==> src/rtl/core/itsg_pkg.sv <==
// ----------------------------------------------------------------------------
// itsg_pkg
// shared widths, reset values, register indexes and types of the isometric
// tile scan generator
// ----------------------------------------------------------------------------
package itsg_pkg;

  localparam int TILE_WIDTH_DEF  = 36;
  localparam int TILE_HEIGHT_DEF = 18;

  localparam int FRAME_W    = 12;  // frame size registers
  localparam int MAP_W      = 10;  // map limits and view centre
  localparam int POS_W      = 12;  // map_x / map_y
  localparam int SCR_W      = 14;  // screen_x / screen_y
  localparam int LAYER_W    = 2;
  localparam int COORD_W    = 14;  // tile offsets inside the walk
  localparam int NUM_LAYERS = 3;
  localparam int CFG_IDX_W  = 2;

  // tile queue between the walker and the result stage
  localparam int QDEPTH = 4;
  localparam int QPTR_W = $clog2(QDEPTH);

  localparam logic [FRAME_W-1:0] FRAME_WIDTH_RST  = 12'd640;
  localparam logic [FRAME_W-1:0] FRAME_HEIGHT_RST = 12'd480;
  localparam logic [MAP_W-1:0]   MAP_LAST_RST     = 10'd479;

  typedef enum logic [CFG_IDX_W-1:0] {
    REG_FRAME_WIDTH  = 2'd0,
    REG_FRAME_HEIGHT = 2'd1,
    REG_MAP_LAST_X   = 2'd2,
    REG_MAP_LAST_Y   = 2'd3
  } cfg_reg_t;

  typedef enum logic {
    REQ_START = 1'b0,
    REQ_NEXT  = 1'b1
  } req_t;

  typedef struct packed {
    logic signed [COORD_W-1:0] dx;
    logic signed [COORD_W-1:0] dy;
    logic [LAYER_W-1:0]        layer;
    logic                      row_last;
    logic                      frame_last;
  } tile_t;

  typedef struct packed {
    logic push;  // tile word pushed into the queue
    logic fin;   // walk over, nothing held back
  } wk_stat_t;

endpackage

==> src/rtl/core/itsg_in_if.sv <==
// ----------------------------------------------------------------------------
// itsg_in_if
// request channel: start a frame or ask for the next tile
// ----------------------------------------------------------------------------
interface itsg_in_if import itsg_pkg::*; ();
  logic             valid;
  logic             ready;
  logic             req_type;
  logic [MAP_W-1:0] center_x;
  logic [MAP_W-1:0] center_y;

  modport source (output valid, output req_type, output center_x, output center_y,
                  input ready);
  modport sink   (input valid, input req_type, input center_x, input center_y,
                  output ready);
endinterface

==> src/rtl/core/itsg_out_if.sv <==
// ----------------------------------------------------------------------------
// itsg_out_if
// result channel: one tile word per request
// ----------------------------------------------------------------------------
interface itsg_out_if import itsg_pkg::*; ();
  logic                    valid;
  logic                    ready;
  logic                    tile_valid;
  logic [LAYER_W-1:0]      layer;
  logic signed [POS_W-1:0] map_x;
  logic signed [POS_W-1:0] map_y;
  logic                    in_range;
  logic signed [SCR_W-1:0] screen_x;
  logic signed [SCR_W-1:0] screen_y;
  logic                    row_last;
  logic                    frame_last;

  modport source (output valid, output tile_valid, output layer, output map_x,
                  output map_y, output in_range, output screen_x, output screen_y,
                  output row_last, output frame_last, input ready);
  modport sink   (input valid, input tile_valid, input layer, input map_x,
                  input map_y, input in_range, input screen_x, input screen_y,
                  input row_last, input frame_last, output ready);
endinterface

==> src/rtl/core/itsg_cfg_if.sv <==
// ----------------------------------------------------------------------------
// itsg_cfg_if
// register write channel
// ----------------------------------------------------------------------------
interface itsg_cfg_if import itsg_pkg::*; ();
  logic                 valid;
  logic                 ready;
  logic [CFG_IDX_W-1:0] addr;
  logic [FRAME_W-1:0]   data;

  modport source (output valid, output addr, output data, input ready);
  modport sink   (input valid, input addr, input data, output ready);
endinterface

==> src/rtl/core/itsg_walker.sv <==
// ----------------------------------------------------------------------------
// itsg_walker
// works out the corner offsets from the frame size, then walks the rows of
// the diamond view three times and pushes one tile word per step unless q_full
// ----------------------------------------------------------------------------
module itsg_walker import itsg_pkg::*; #(
  parameter int TILE_WIDTH  = TILE_WIDTH_DEF,
  parameter int TILE_HEIGHT = TILE_HEIGHT_DEF
) (
  input  logic               clk,
  input  logic               rst_n,
  input  logic               start,
  input  logic [FRAME_W-1:0] frame_width,
  input  logic [FRAME_W-1:0] frame_height,
  input  logic               q_full,
  output tile_t              tile,
  output wk_stat_t           stat
);

  localparam int W2      = 2 * TILE_WIDTH;
  localparam int H2      = 2 * TILE_HEIGHT;
  localparam int RSH     = 16;
  localparam int RECIP_W = (1 << RSH) / W2;
  localparam int RECIP_H = (1 << RSH) / H2;
  localparam int MUL_W   = FRAME_W + RSH + 1;
  localparam logic [LAYER_W-1:0] LAST_LAYER = LAYER_W'(NUM_LAYERS - 1);
  localparam logic signed [COORD_W-1:0] ONE = COORD_W'(1);
  localparam logic signed [COORD_W-1:0] TWO = COORD_W'(2);

  typedef enum logic [5:0] {
    WK_MUL  = 6'b000001,
    WK_DIV  = 6'b000010,
    WK_CRN  = 6'b000100,
    WK_ROW  = 6'b001000,
    WK_TILE = 6'b010000,
    WK_DONE = 6'b100000
  } wk_mode_t;

  typedef enum logic [4:0] {
    PH_IDLE   = 5'b00001,
    PH_TOP    = 5'b00010,
    PH_LEFT   = 5'b00100,
    PH_BOTTOM = 5'b01000,
    PH_LOWER  = 5'b10000
  } wk_phase_t;

  typedef struct packed {
    logic signed [COORD_W-1:0] tr_x;
    logic signed [COORD_W-1:0] tr_y;
    logic signed [COORD_W-1:0] tl_x;
    logic signed [COORD_W-1:0] tl_y;
    logic signed [COORD_W-1:0] rt_x;
    logic signed [COORD_W-1:0] rt_y;
    logic signed [COORD_W-1:0] rb_x;
    logic signed [COORD_W-1:0] rb_y;
    logic signed [COORD_W-1:0] br_y;
    logic signed [COORD_W-1:0] lt_y;
    logic signed [COORD_W-1:0] lb_y;
  } crn_t;

  wk_mode_t  mode_r, mode_nxt;
  wk_phase_t phase_r, phase_nxt, nph;
  logic [LAYER_W-1:0] layer_r, layer_nxt;
  logic signed [COORD_W-1:0] bx_r, by_r, ex_r, ey_r, cx_r;
  logic signed [COORD_W-1:0] bx_nxt, by_nxt, ex_nxt, ey_nxt, cx_nxt;
  tile_t hold_r, hold_nxt, em_tile;
  logic  hold_v_r, hold_v_nxt, emit, push;

  // frame size split into tile counts
  logic [MUL_W-1:0]   wprod, hprod;
  logic [FRAME_W-1:0] r_est_r, s_est_r;
  logic [FRAME_W-1:0] p_est, q_est, r_fix, s_fix, p_fix, q_fix;
  logic               sh_c, sv_c, sh_r, sv_r;
  logic signed [COORD_W-1:0] n_c, m_c, n_r, m_r;
  logic signed [COORD_W-1:0] ca, cb, cc, cd;
  crn_t crn_c, crn_r;

  // row stepping
  logic bhit, ehit, term, nonempty;
  logic signed [COORD_W-1:0] bt_x, bt_y, et_x, et_y;
  logic signed [COORD_W-1:0] nb_x, nb_y, ne_x, ne_y, cx_inc;

  assign wprod = MUL_W'(frame_width) * MUL_W'(RECIP_W);
  assign hprod = MUL_W'(frame_height) * MUL_W'(RECIP_H);

  // reciprocal estimate is low by at most one
  always_comb begin
    p_est = frame_width - FRAME_W'(r_est_r * W2);
    q_est = frame_height - FRAME_W'(s_est_r * H2);
    r_fix = r_est_r;
    p_fix = p_est;
    s_fix = s_est_r;
    q_fix = q_est;
    if (p_est >= FRAME_W'(W2)) begin
      r_fix = r_est_r + 1'b1;
      p_fix = p_est - FRAME_W'(W2);
    end
    if (q_est >= FRAME_W'(H2)) begin
      s_fix = s_est_r + 1'b1;
      q_fix = q_est - FRAME_W'(H2);
    end
    sh_c = !((p_fix > FRAME_W'(TILE_WIDTH)) || (p_fix == '0));
    sv_c = (q_fix > FRAME_W'(TILE_HEIGHT)) || (q_fix == '0);
    n_c  = COORD_W'(r_fix) + COORD_W'(p_fix != '0) - COORD_W'(sh_c);
    m_c  = COORD_W'(s_fix) + COORD_W'(q_fix != '0);
  end

  // four stagger cases of the corner set
  always_comb begin
    ca = n_r - m_r;
    cb = -m_r - n_r;
    cc = m_r + n_r;
    cd = m_r - n_r;
    crn_c.tr_x = ca;
    crn_c.tr_y = cb;
    crn_c.tl_x = cb;
    crn_c.tl_y = ca;
    crn_c.rt_x = ca;
    crn_c.rt_y = cb;
    crn_c.rb_x = cc - ONE;
    crn_c.rb_y = cd - ONE;
    crn_c.br_y = cd - ONE;
    crn_c.lt_y = ca;
    crn_c.lb_y = cc - ONE;
    case ({sh_r, sv_r})
      2'b00: begin
      end
      2'b11: begin
        crn_c.tr_y = cb - ONE;
        crn_c.tl_x = cb - ONE;
        crn_c.rt_y = cb - ONE;
        crn_c.rb_x = cc;
        crn_c.lb_y = cc;
      end
      2'b10: begin
        crn_c.rt_x = ca + ONE;
        crn_c.rb_y = cd - TWO;
        crn_c.lt_y = ca + ONE;
      end
      default: begin
        crn_c.tr_x = ca - ONE;
        crn_c.tl_y = ca - ONE;
        crn_c.br_y = cd;
      end
    endcase
  end

  // one row step
  always_comb begin
    bhit = (bx_r == crn_r.tl_x) && (by_r == crn_r.tl_y);
    ehit = (ex_r == crn_r.rb_x) && (ey_r == crn_r.rb_y);
    term = (phase_r != PH_IDLE) && (by_r >= crn_r.lb_y);
    // start reached the top-left corner: clamp or go down the left edge
    bt_x = bx_r + ONE;
    bt_y = by_r + ONE;
    if (by_r < crn_r.lt_y) begin
      bt_x = bx_r;
      bt_y = crn_r.lt_y;
    end
    // end reached the right-bottom corner: clamp or go along the bottom edge
    et_x = ex_r - ONE;
    et_y = ey_r + ONE;
    if (ey_r < crn_r.br_y) begin
      et_x = ex_r;
      et_y = crn_r.br_y;
    end
    nb_x = bx_r + ONE;
    nb_y = by_r + ONE;
    ne_x = ex_r - ONE;
    ne_y = ey_r + ONE;
    nph  = PH_LOWER;
    case (phase_r)
      PH_IDLE: begin
        nb_x = crn_r.tr_x;
        nb_y = crn_r.tr_y;
        ne_x = crn_r.rt_x;
        ne_y = crn_r.rt_y;
        nph  = PH_TOP;
      end
      PH_TOP: begin
        nb_x = bhit ? bt_x : bx_r - ONE;
        nb_y = bhit ? bt_y : by_r + ONE;
        ne_x = ehit ? et_x : ex_r + ONE;
        ne_y = ehit ? et_y : ey_r + ONE;
        if (bhit && ehit) nph = PH_LOWER;
        else if (bhit)    nph = PH_LEFT;
        else if (ehit)    nph = PH_BOTTOM;
        else              nph = PH_TOP;
      end
      PH_LEFT: begin
        ne_x = ehit ? et_x : ex_r + ONE;
        ne_y = ehit ? et_y : ey_r + ONE;
        nph  = ehit ? PH_LOWER : PH_LEFT;
      end
      PH_BOTTOM: begin
        nb_x = bhit ? bt_x : bx_r - ONE;
        nb_y = bhit ? bt_y : by_r + ONE;
        nph  = bhit ? PH_LOWER : PH_BOTTOM;
      end
      default: begin
      end
    endcase
    nonempty = nb_x <= ne_x;
    cx_inc   = cx_r + ONE;
  end

  // walk sequencer
  always_comb begin
    mode_nxt   = mode_r;
    phase_nxt  = phase_r;
    layer_nxt  = layer_r;
    bx_nxt     = bx_r;
    by_nxt     = by_r;
    ex_nxt     = ex_r;
    ey_nxt     = ey_r;
    cx_nxt     = cx_r;
    hold_nxt   = hold_r;
    hold_v_nxt = hold_v_r;
    emit       = 1'b0;
    push       = 1'b0;
    tile       = hold_r;
    em_tile    = '0;
    em_tile.layer = layer_r;
    case (mode_r)
      WK_MUL: mode_nxt = WK_DIV;
      WK_DIV: mode_nxt = WK_CRN;
      WK_CRN: begin
        mode_nxt  = WK_ROW;
        phase_nxt = PH_IDLE;
        layer_nxt = '0;
      end
      WK_ROW, WK_TILE: begin
        if (!q_full) begin
          if (mode_r == WK_TILE && cx_r != ex_r) begin
            cx_nxt           = cx_inc;
            emit             = 1'b1;
            em_tile.dx       = cx_inc;
            em_tile.dy       = by_r;
            em_tile.row_last = cx_inc == ex_r;
          end else if (term) begin
            if (layer_r == LAST_LAYER) begin
              mode_nxt = WK_DONE;
            end else begin
              mode_nxt  = WK_ROW;
              layer_nxt = layer_r + 1'b1;
              phase_nxt = PH_IDLE;
            end
          end else begin
            bx_nxt    = nb_x;
            by_nxt    = nb_y;
            ex_nxt    = ne_x;
            ey_nxt    = ne_y;
            phase_nxt = nph;
            if (nonempty) begin
              mode_nxt         = WK_TILE;
              cx_nxt           = nb_x;
              emit             = 1'b1;
              em_tile.dx       = nb_x;
              em_tile.dy       = nb_y;
              em_tile.row_last = nb_x == ne_x;
            end else begin
              mode_nxt = WK_ROW;
            end
          end
        end
      end
      WK_DONE: begin
        // the held tile is the last one of the frame
        if (!q_full && hold_v_r) begin
          push            = 1'b1;
          tile.frame_last = 1'b1;
          hold_v_nxt      = 1'b0;
        end
      end
      default: mode_nxt = WK_DONE;
    endcase
    if (emit) begin
      push       = hold_v_r;
      hold_nxt   = em_tile;
      hold_v_nxt = 1'b1;
    end
  end

  assign stat.push = push;
  assign stat.fin  = (mode_r == WK_DONE) && !hold_v_r;

  always_ff @(posedge clk) begin
    if (!rst_n) begin
      mode_r   <= WK_DONE;
      phase_r  <= PH_IDLE;
      layer_r  <= '0;
      hold_v_r <= 1'b0;
    end else if (start) begin
      mode_r   <= WK_MUL;
      phase_r  <= PH_IDLE;
      layer_r  <= '0;
      hold_v_r <= 1'b0;
    end else begin
      mode_r   <= mode_nxt;
      phase_r  <= phase_nxt;
      layer_r  <= layer_nxt;
      hold_v_r <= hold_v_nxt;
    end
  end

  always_ff @(posedge clk) begin
    if (mode_r == WK_MUL) begin
      r_est_r <= wprod[RSH +: FRAME_W];
      s_est_r <= hprod[RSH +: FRAME_W];
    end
    if (mode_r == WK_DIV) begin
      n_r  <= n_c;
      m_r  <= m_c;
      sh_r <= sh_c;
      sv_r <= sv_c;
    end
    if (mode_r == WK_CRN) begin
      crn_r <= crn_c;
    end
    bx_r   <= bx_nxt;
    by_r   <= by_nxt;
    ex_r   <= ex_nxt;
    ey_r   <= ey_nxt;
    cx_r   <= cx_nxt;
    hold_r <= hold_nxt;
  end

endmodule

==> src/rtl/core/isometric_tile_scan_generator.sv <==
// ----------------------------------------------------------------------------
// isometric_tile_scan_generator
// tile visiting order for an isometric diamond map view, three layers
// ----------------------------------------------------------------------------
// channel   dir  handshake        word
// in_chan   in   valid / ready    req_type, center_x, center_y
// out_chan  out  valid / ready    tile_valid .. frame_last, one per request
// cfg_chan  in   valid / ready    addr, data (always ready)
//
// a start passes through the walker steps multiply, divide fix-up, corners and
// first row before its first tile, which is held back until the next tile or
// the end of the walk so that it can take the frame-end mark; the walker then
// makes one tile per cycle along a row while the queue is not full.
// the walker runs ahead into a four-word queue; each layer change and each empty
// row takes the walker a step with no tile, hidden while the queue holds words.
// reset is synchronous; registers come back at 640 x 480 and 479 / 479.
// a stalled result holds in the output register while the next request waits.
// ----------------------------------------------------------------------------
module isometric_tile_scan_generator import itsg_pkg::*; #(
  parameter int TILE_WIDTH  = TILE_WIDTH_DEF,
  parameter int TILE_HEIGHT = TILE_HEIGHT_DEF
) (
  input  logic       clk,
  input  logic       rst_n,
  itsg_in_if.sink    in_chan,
  itsg_out_if.source out_chan,
  itsg_cfg_if.sink   cfg_chan
);

  localparam int HALF_W = TILE_WIDTH / 2;
  localparam int HALF_H = TILE_HEIGHT / 2;

  logic [FRAME_W-1:0] frame_width_r, frame_height_r;
  logic [MAP_W-1:0]   map_last_x_r, map_last_y_r;
  logic [MAP_W-1:0]   center_x_r, center_y_r;

  logic req_v_r, active_r;
  logic in_acc, start_acc, out_free, req_go, tile_ok;

  tile_t              q_mem_r [QDEPTH];
  logic [QPTR_W-1:0]  q_head_r, q_tail_r;
  logic [QPTR_W:0]    q_cnt_r;
  logic               q_full, q_pop;
  tile_t              head, wk_tile;
  wk_stat_t           wk_stat;

  logic signed [COORD_W:0] ax, ay, lim_x, lim_y;
  logic                    inr;
  logic [SCR_W-1:0]        dd, ds, sx, sy;

  logic                    out_v_r;
  logic                    out_tile_valid_r;
  logic [LAYER_W-1:0]      out_layer_r;
  logic signed [POS_W-1:0] out_map_x_r, out_map_y_r;
  logic                    out_in_range_r;
  logic signed [SCR_W-1:0] out_screen_x_r, out_screen_y_r;
  logic                    out_row_last_r, out_frame_last_r;

  // register writes
  assign cfg_chan.ready = 1'b1;

  always_ff @(posedge clk) begin
    if (!rst_n) begin
      frame_width_r  <= FRAME_WIDTH_RST;
      frame_height_r <= FRAME_HEIGHT_RST;
      map_last_x_r   <= MAP_LAST_RST;
      map_last_y_r   <= MAP_LAST_RST;
    end else if (cfg_chan.valid) begin
      case (cfg_reg_t'(cfg_chan.addr))
        REG_FRAME_WIDTH:  frame_width_r  <= cfg_chan.data;
        REG_FRAME_HEIGHT: frame_height_r <= cfg_chan.data;
        REG_MAP_LAST_X:   map_last_x_r   <= cfg_chan.data[MAP_W-1:0];
        REG_MAP_LAST_Y:   map_last_y_r   <= cfg_chan.data[MAP_W-1:0];
        default: begin
        end
      endcase
    end
  end

  // request slot
  assign out_free  = !out_v_r || out_chan.ready;
  assign tile_ok   = active_r && (q_cnt_r != '0);
  assign req_go    = req_v_r && out_free && (!active_r || (q_cnt_r != '0) || wk_stat.fin);
  assign in_chan.ready = !req_v_r || req_go;
  assign in_acc    = in_chan.valid && in_chan.ready;
  assign start_acc = in_acc && (in_chan.req_type == REQ_START);

  always_ff @(posedge clk) begin
    if (!rst_n) begin
      req_v_r  <= 1'b0;
      active_r <= 1'b0;
    end else begin
      if (in_acc)      req_v_r <= 1'b1;
      else if (req_go) req_v_r <= 1'b0;
      if (start_acc)                active_r <= 1'b1;
      else if (req_go && !tile_ok)  active_r <= 1'b0;
    end
  end

  always_ff @(posedge clk) begin
    if (start_acc) begin
      center_x_r <= in_chan.center_x;
      center_y_r <= in_chan.center_y;
    end
  end

  itsg_walker #(
    .TILE_WIDTH  (TILE_WIDTH),
    .TILE_HEIGHT (TILE_HEIGHT)
  ) u_walker (
    .clk          (clk),
    .rst_n        (rst_n),
    .start        (start_acc),
    .frame_width  (frame_width_r),
    .frame_height (frame_height_r),
    .q_full       (q_full),
    .tile         (wk_tile),
    .stat         (wk_stat)
  );

  // tile queue, flushed by a start
  assign q_full = q_cnt_r == (QPTR_W+1)'(QDEPTH);
  assign q_pop  = req_go && tile_ok;
  assign head   = q_mem_r[q_head_r];

  always_ff @(posedge clk) begin
    if (!rst_n || start_acc) begin
      q_head_r <= '0;
      q_tail_r <= '0;
      q_cnt_r  <= '0;
    end else begin
      if (wk_stat.push) q_tail_r <= q_tail_r + 1'b1;
      if (q_pop)        q_head_r <= q_head_r + 1'b1;
      q_cnt_r <= q_cnt_r + (QPTR_W+1)'(wk_stat.push) - (QPTR_W+1)'(q_pop);
    end
  end

  always_ff @(posedge clk) begin
    if (wk_stat.push) q_mem_r[q_tail_r] <= wk_tile;
  end

  // result fields use the current registers
  always_comb begin
    ax    = (COORD_W+1)'($signed({1'b0, center_x_r})) + (COORD_W+1)'(head.dx);
    ay    = (COORD_W+1)'($signed({1'b0, center_y_r})) + (COORD_W+1)'(head.dy);
    lim_x = (COORD_W+1)'({1'b0, map_last_x_r});
    lim_y = (COORD_W+1)'({1'b0, map_last_y_r});
    inr   = !ax[COORD_W] && (ax <= lim_x) && !ay[COORD_W] && (ay <= lim_y);
    dd    = SCR_W'(head.dx - head.dy);
    ds    = SCR_W'(head.dx + head.dy + COORD_W'(2));
    sx    = SCR_W'(frame_width_r >> 1) + SCR_W'(dd * SCR_W'(HALF_W));
    sy    = SCR_W'(frame_height_r >> 1) - SCR_W'(1) + SCR_W'(ds * SCR_W'(HALF_H));
  end

  always_ff @(posedge clk) begin
    if (!rst_n) begin
      out_v_r <= 1'b0;
    end else if (req_go) begin
      out_v_r <= 1'b1;
    end else if (out_chan.ready) begin
      out_v_r <= 1'b0;
    end
  end

  always_ff @(posedge clk) begin
    if (req_go) begin
      out_tile_valid_r <= tile_ok;
      out_layer_r      <= tile_ok ? head.layer : '0;
      out_map_x_r      <= tile_ok ? ax[POS_W-1:0] : '0;
      out_map_y_r      <= tile_ok ? ay[POS_W-1:0] : '0;
      out_in_range_r   <= tile_ok && inr;
      out_screen_x_r   <= tile_ok ? sx : '0;
      out_screen_y_r   <= tile_ok ? sy : '0;
      out_row_last_r   <= tile_ok && head.row_last;
      out_frame_last_r <= tile_ok && head.frame_last;
    end
  end

  assign out_chan.valid      = out_v_r;
  assign out_chan.tile_valid = out_tile_valid_r;
  assign out_chan.layer      = out_layer_r;
  assign out_chan.map_x      = out_map_x_r;
  assign out_chan.map_y      = out_map_y_r;
  assign out_chan.in_range   = out_in_range_r;
  assign out_chan.screen_x   = out_screen_x_r;
  assign out_chan.screen_y   = out_screen_y_r;
  assign out_chan.row_last   = out_row_last_r;
  assign out_chan.frame_last = out_frame_last_r;

endmodule
==> src/flat_wrapper.sv <==
// flat-port wrapper written by rule: the top's interface ports become plain ports
module isometric_tile_scan_generator_flat import itsg_pkg::*;
#(
  parameter int TILE_WIDTH  = TILE_WIDTH_DEF,
  parameter int TILE_HEIGHT = TILE_HEIGHT_DEF
)
  (clk, rst_n, in_chan_valid, in_chan_req_type, in_chan_center_x, in_chan_center_y, in_chan_ready, out_chan_valid, out_chan_tile_valid, out_chan_layer, out_chan_map_x, out_chan_map_y, out_chan_in_range, out_chan_screen_x, out_chan_screen_y, out_chan_row_last, out_chan_frame_last, out_chan_ready, cfg_chan_valid, cfg_chan_addr, cfg_chan_data, cfg_chan_ready);
  itsg_in_if in_chan_i ();
  itsg_out_if out_chan_i ();
  itsg_cfg_if cfg_chan_i ();
  input  logic clk;
  input  logic rst_n;
  input wire logic [$bits(in_chan_i.valid)-1:0] in_chan_valid;
  input wire logic [$bits(in_chan_i.req_type)-1:0] in_chan_req_type;
  input wire logic [$bits(in_chan_i.center_x)-1:0] in_chan_center_x;
  input wire logic [$bits(in_chan_i.center_y)-1:0] in_chan_center_y;
  output wire logic [$bits(in_chan_i.ready)-1:0] in_chan_ready;
  output wire logic [$bits(out_chan_i.valid)-1:0] out_chan_valid;
  output wire logic [$bits(out_chan_i.tile_valid)-1:0] out_chan_tile_valid;
  output wire logic [$bits(out_chan_i.layer)-1:0] out_chan_layer;
  output wire logic [$bits(out_chan_i.map_x)-1:0] out_chan_map_x;
  output wire logic [$bits(out_chan_i.map_y)-1:0] out_chan_map_y;
  output wire logic [$bits(out_chan_i.in_range)-1:0] out_chan_in_range;
  output wire logic [$bits(out_chan_i.screen_x)-1:0] out_chan_screen_x;
  output wire logic [$bits(out_chan_i.screen_y)-1:0] out_chan_screen_y;
  output wire logic [$bits(out_chan_i.row_last)-1:0] out_chan_row_last;
  output wire logic [$bits(out_chan_i.frame_last)-1:0] out_chan_frame_last;
  input wire logic [$bits(out_chan_i.ready)-1:0] out_chan_ready;
  input wire logic [$bits(cfg_chan_i.valid)-1:0] cfg_chan_valid;
  input wire logic [$bits(cfg_chan_i.addr)-1:0] cfg_chan_addr;
  input wire logic [$bits(cfg_chan_i.data)-1:0] cfg_chan_data;
  output wire logic [$bits(cfg_chan_i.ready)-1:0] cfg_chan_ready;
  assign in_chan_i.valid = in_chan_valid;
  assign in_chan_i.req_type = in_chan_req_type;
  assign in_chan_i.center_x = in_chan_center_x;
  assign in_chan_i.center_y = in_chan_center_y;
  assign in_chan_ready = in_chan_i.ready;
  assign out_chan_valid = out_chan_i.valid;
  assign out_chan_tile_valid = out_chan_i.tile_valid;
  assign out_chan_layer = out_chan_i.layer;
  assign out_chan_map_x = out_chan_i.map_x;
  assign out_chan_map_y = out_chan_i.map_y;
  assign out_chan_in_range = out_chan_i.in_range;
  assign out_chan_screen_x = out_chan_i.screen_x;
  assign out_chan_screen_y = out_chan_i.screen_y;
  assign out_chan_row_last = out_chan_i.row_last;
  assign out_chan_frame_last = out_chan_i.frame_last;
  assign out_chan_i.ready = out_chan_ready;
  assign cfg_chan_i.valid = cfg_chan_valid;
  assign cfg_chan_i.addr = cfg_chan_addr;
  assign cfg_chan_i.data = cfg_chan_data;
  assign cfg_chan_ready = cfg_chan_i.ready;
  isometric_tile_scan_generator #(.TILE_WIDTH(TILE_WIDTH), .TILE_HEIGHT(TILE_HEIGHT)) u_core (.clk(clk), .rst_n(rst_n), .in_chan(in_chan_i), .out_chan(out_chan_i), .cfg_chan(cfg_chan_i));
endmodule
==> config.mk <==
export PLATFORM = sky130hd
export DESIGN_NAME = isometric_tile_scan_generator_flat
export DESIGN_NICKNAME = d
export VERILOG_FILES = /design/src/rtl/core/itsg_pkg.sv /design/src/rtl/core/itsg_in_if.sv /design/src/rtl/core/itsg_out_if.sv /design/src/rtl/core/itsg_cfg_if.sv /design/src/rtl/core/itsg_walker.sv /design/src/rtl/core/isometric_tile_scan_generator.sv /design/src/flat_wrapper.sv
export SDC_FILE = /design/constraint.sdc
export NUM_CORES = 1
export LEC_CHECK = 0
export BUFFER_PORTS_ARGS = -buffer_cell sky130_fd_sc_hd__buf_2
export CORE_MARGIN = 4
export CORE_UTILIZATION = 46
export DETAILED_ROUTE_END_ITERATION = 6
export HOLD_SLACK_MARGIN = 0.05
export SETUP_SLACK_MARGIN = 0.02
export SYNTH_ARGS = -nofsm -noshare
export SYNTH_HDL_FRONTEND = slang
export SYNTH_HIERARCHICAL = 1
export SYNTH_SLANG_ARGS = --single-unit
==> constraint.sdc <==
create_clock -name clk -period 34.1 [get_ports clk]
set_input_delay 3.41 -clock clk [delete_from_list [all_inputs] [get_ports clk]]
set_output_delay 3.41 -clock clk [all_outputs]
set_load 0.01 [all_outputs]
==> results of run 1 <==
worst max-delay path, delay by kind of cell, from the launching register on:
family / cells / cell delay [ns]
AO/OA/AOI/OAI: 10 / 2.56
AND/OR/NAND/NOR: 7 / 2.33
adder cells (fa/ha/maj): 4 / 1.12
buffers and inverters: 6 / 0.99
XOR/XNOR: 3 / 0.52
flip-flops: 1 / 0.49
worst paths after layout:
check,depth (start not counted),end,slack [ns]
worst max register to register,30,u_core/q_cnt_r[2],25.95
worst max-delay path,30,u_core/q_cnt_r[2],25.95
worst min register to register,2,u_core/map_last_y_r[5],0.47
worst min-delay path,2,u_core/map_last_y_r[5],0.47
cell type report:
class                           instances  area (um2)  area share (%)
Tap cell                             1040        1300            3.26
Antenna cell                            1        2.50         0.00626
Multi-Input combinational cell       2569       20400            51.0
Clock buffer                           63        1430            3.57
Sequential cell                       498       14300            35.7
Timing Repair Buffer                  129         721            1.80
Clock inverter                         42         549            1.38
Inverter                              348        1310            3.27
power by group:
part | total (W) | internal, W | switching, W
clock | 0.000649 | 0.000381 | 0.000267
sequential | 0.000670 | 0.000663 | 0.00000643
combinational | 0.000121 | 0.0000512 | 0.0000696
total | 0.00144 | 0.00110 | 0.000343
routing by layer:
metal,part of all wire [%],track usage (%),vias to the layer above
met4,3.2,6.95,0
met2,46,38.7,812
met5,0,0,-
met3,6.0,3.18,163
li1,-,-,12846
met1,45,32.4,12804
kinds of logic after synthesis:
family          after synthesis  synth area share, %
xor+xnor                    382                 9.22
flops                       498                 39.2
simple gates                979                 13.6
other cells                   2               0.0206
buf+inv                     457                 4.89
fa+ha+maj                   476                 17.9
mux                          66                 2.94
compound gates              664                 12.2
cells in the final DEF (no fill, tap or decap), types with 26 or more instances in the layout:
cell	instances
nor3_1	69
ha_1	402
xor2_1	148
and3_1	52
a21oi_1	154
nor2b_1	37
fa_1	74
a21o_1	51
a31oi_1	26
edfxtp_1	428
or3_1	26
nand2b_1	28
nand3_1	88
nand2_1	237
a21boi_0	27
dfxtp_1	69
inv_1	342
clkbuf_16	56
mux4_2	32
buf_4	30
nand4_1	50
nor2_1	227
o211ai_1	45
mux2i_1	26
and2_1	44
xnor2_1	233
o21ai_0	96
buf_2	99
a211oi_1	31
nor4_1	31
o21a_1	37
stage by stage:
step | area [um2] | cells
6_report | 39900 | 4690
5_1_grt | 39900 | 4689
4_1_cts | 39900 | 4689
3_5_place_dp | 38000 | 4584
3_3_place_gp | 38000 | 4584
2_1_floorplan | 36400 | 3524
==> flow_metrics.tcl, run 1 <==
set metrics [dict create \
    synth_enable_flop_cells 428 \
    cap_violations 0 \
    synth_area_leaders "edfxtp_1 35%, ha_1 14%, xnor2_1 5.6%" \
    required_ns 34.62 \
    htree_levels 2 \
    syn-num-nets 4040 \
    largest_register_ffs 128 \
    port_buffers 99 \
    irDropWorstVdd_v 0.0000437 \
    final.setup.worst_slack_ns 25.95 \
    grt_pass1_wl_um 152000 \
    numCtsBuffers 56 \
    dp_slack_ns 26.09 \
    place_congestion 0.941 \
    netlist_area_um2 36400 \
    hp-class "flip-flop to flip-flop" \
    first_pass_iters 6 \
    fin_hold_ws_ns 0.467 \
    clk_latency_ns 0.65 \
    grt_use_total_pct 23.5 \
    worst_slew_pin_slew_ns 1.22 \
    fin_skew_ns 0.0540 \
    yosys.area.top_type "edfxtp_1" \
    setup_tns_ns 0 \
    ys_types 100 \
    core.rowCount 102 \
    synth.most_common_cell "edfxtp_1" \
    critPathMaxFanout 34 \
    vias 26625 \
    grt_max_degree 59 \
    async_reset_ff_share_pct 0 \
    status "completed" \
    rsz0062_at_grt "false" \
    synth-seq-area-share_pct 39.2 \
    avgSynthCellArea_um2 10.3 \
    relSlewSlack_pct 18.8 \
    ys.flop_type "edfxtp_1" \
    final_core_util_pct 51.2 \
    gr-total-overflow 0 \
    worstSetupStartpoint "u_core/u_walker/by_r[11]" \
    cts_tree "built" \
    setup_viol 0 \
    antenna_found_initial 2 \
    maxSlewViolCount 0 \
    detail_route.wl_per_cell_um 21.0 \
    cts_root_buffer "clkbuf_16" \
    drc 0 \
    vias_per_cell 5.68 \
    clkSinkCount 498 \
    grt_pass1_vias 25634 \
    r2r-start "u_core/u_walker/by_r[11]" \
    yosys-top-cells-count "428 x edfxtp_1, 402 x ha_1, 343 x inv_1, 237 x nand2_1, 233 x xnor2_1" \
    yosysTopAreaCellShare_pct 35.3 \
    finalCritPeriodShare_pct 23.9 \
    cp-start-kind "flip-flop" \
    drive_above_1_share_pct 8.33 \
    core_area_um2 78000 \
    regMostFlops "u_core/q_mem_r" \
    pwr_density_cell_nw_per_um2 36.0 \
    crit_top_cell "inv_1" \
    fp.dieH_um 289 \
    cp.arrival_ns 8.68 \
    start_util_pct 46.7 \
    crit_path_top_delay_cell "nor4_4" \
    worstSetupPathType "flip-flop to flip-flop" \
    slowest_delay_ns 0.83 \
    ctsResizeCount 0 \
    cts_buffer_depth 3 \
    end_kind "flip-flop" \
    ioPinCount 101 \
    antenna_left 0 \
    hold_viol_final 0 \
    dieWidth_um 289 \
    fmax_ghz 0.123 \
    ys_warn_count 6 \
    power_w 0.00144 \
    fillers 7077 \
    ctsHoldBuffers 0 \
    p_leak_nw 16.6 \
    dp_hpwl_um 76200 \
    final_nets 4118 \
    final.min_clock_period_ns 8.15 \
    drtIter0Drc 2224 \
    wirelength_um 98600 \
    postCtsSetupRepairBufs 0 \
    syn_to_final_growth_pct 9.81 \
    die_area_um2 83600 \
    min_from "u_core/map_last_y_r[5]" \
    ys_ff_latch 498 \
    synth_cells 3524 \
    cts.clk_slew.worst_paths_ns 0.06 \
]
Power figures use the tool's default switching activity.
==> inputs of run 2 (changes only) <==
clock period = 6.72 ns   (was 34.1 ns; I/O delays follow)
==> run 2 against run 1 <==
  * Via count shrank 0.29%
  * Critical endpoint unchanged
  * Highest routed layer unchanged
  * Total power grew to 5.0 times the previous value
  * Clock-buffer cell count grew 4
  * Final cell count grew 1.4%
==> flow_metrics.tcl, run 2 (same netlist as run 1, synthesis figures left out) <==
set metrics [dict create \
    antenna_cells 0 \
    cp.arrival_ns 6.98 \
    fmax_ghz 0.155 \
    syn_to_final_growth_pct 11.3 \
    end_kind "flip-flop" \
    hold_depth 1 \
    maxSlewViolCount 0 \
    core.rowCount 102 \
    crit_top_cell "inv_1" \
    fin_area_um2 40500 \
    power_w 0.00719 \
    reg2reg_depth 31 \
    r2r-start "u_core/u_walker/by_r[11]" \
    dp_hpwl_um 77500 \
    regMostFlops "u_core/q_mem_r" \
    grt_use_total_pct 23.5 \
    gr-total-overflow 0 \
    drc 0 \
    core_area_um2 78000 \
    clk_latency_ns 0.67 \
    final.min_clock_period_ns 6.45 \
    setup_tns_ns 0 \
    largest_register_ffs 128 \
    slowest_delay_ns 0.51 \
    die_area_um2 83600 \
    critPathMaxFanout 6 \
    multiInputGateArea_um2 20400 \
    ioPinCount 101 \
    cts_buffer_depth 3 \
    cts_tree "built" \
    p_leak_nw 16.9 \
    hold_viol_final 0 \
    rsz0062_at_grt "false" \
    reg2reg_to "u_core/q_cnt_r[2]" \
    status "completed" \
    finalCritPeriodShare_pct 96.0 \
    final_cell_mix "428 x edfxtp_1, 402 x ha_1, 342 x inv_1" \
    worstSetupPathType "flip-flop to flip-flop" \
    seq_area_um2 14300 \
    layout_commonest_cell "edfxtp_1" \
    detail_route.wl_per_cell_um 20.8 \
    final_nets 4184 \
    vias 26549 \
    grt_pass1_wl_um 152000 \
    start_util_pct 46.7 \
    relSlewSlack_pct 20.8 \
    cp-start-kind "flip-flop" \
    final.setup.worst_slack_ns 0.271 \
    crit_path_end "u_core/q_cnt_r[2]" \
    pwr_density_cell_nw_per_um2 178 \
    dieWidth_um 289 \
    drtIter0Drc 2150 \
    htree_levels 2 \
    dp_slack_ns 0.158 \
    crit_family "compound AO/OA/AOI/OAI gates" \
    critPathBufInv 6 \
    wirelength_um 98800 \
    drive_above_1_share_pct 9.99 \
    min_from "in_chan_center_y[3]" \
    required_ns 7.26 \
    worst_slew_pin_slew_ns 1.19 \
    numCtsBuffers 57 \
    port_buffers 99 \
    vias_per_cell 5.58 \
    clkSinkCount 498 \
    cap_violations 0 \
    setup_viol 0 \
    fp.dieH_um 289 \
    worstSetupStartpoint "u_core/u_walker/by_r[11]" \
    r2r_setup_slack_ns 0.27 \
    fin_skew_ns 0.0718 \
    hp-class "primary input to flip-flop" \
    grt_max_degree 82 \
    fin_hold_ws_ns 0.179 \
    cp_num_cells 31 \
    first_pass_iters 6 \
    crit_path_top_delay_cell "edfxtp_1" \
    antenna_found_initial 1 \
    fillers 7071 \
    cts_root_buffer "clkbuf_16" \
    place_congestion 0.936 \
    place_area_um2 38500 \
    irDropWorstVdd_v 0.000214 \
    antenna_left 0 \
    cts.clk_slew.worst_paths_ns 0.06 \
    grt_pass1_vias 25780 \
]
-- run 2: metal layers --
layer	track usage, %	vias up	routed length (um)
li1	-	12947	-
met1	32.1	12761	44500
met2	39.0	683	46200
met3	3.12	158	4870
met4	7.29	0	3220
met5	0	-	0
-- run 2: what timing repair did --
action / CTS / global route
gates resized for setup: 0 / 8
setup endpoints to repair: 0 / 5
hold buffers: 0 / 0
setup buffers: 0 / 4
-- run 2: worst min path at each step --
stage	to	slack (ns)
2_1_floorplan	u_core/u_walker/tile[3]	0.43
3_3_place_gp	u_core/u_walker/tile[3]	0.45
3_5_place_dp	u_core/map_last_y_r[5]	0.46
4_1_cts	u_core/center_y_r[3]	0.15
5_1_grt	u_core/center_y_r[3]	0.15
6_report	u_core/center_y_r[3]	0.18
-- run 2: layout make-up --
cell class / instances / area share, %
repair buffers: 194 / 3.17
clock buffers: 67 / 3.62
flip-flops and latches: 498 / 35.2
well taps: 1040 / 3.21
multi-input cells: 2569 / 50.4
inverters: 348 / 3.23
clock inverters: 38 / 1.12
-- run 2: metrics by stage --
step / utilization [%] / instances
floorplan: - / 3524
global placement: 49.4 / 4645
detailed placement: 49.4 / 4645
CTS: 51.8 / 4750
global route: 51.9 / 4754
finish: 51.9 / 4754
-- run 2: power breakdown --
| part | leakage, nW | internal (W) | switching [W] |
|---|---|---|---|
| Sequential | 4.69 | 0.00337 | 0.0000325 |
| Combinational | 11.3 | 0.000261 | 0.000360 |
| Clock | 0.926 | 0.00184 | 0.00133 |
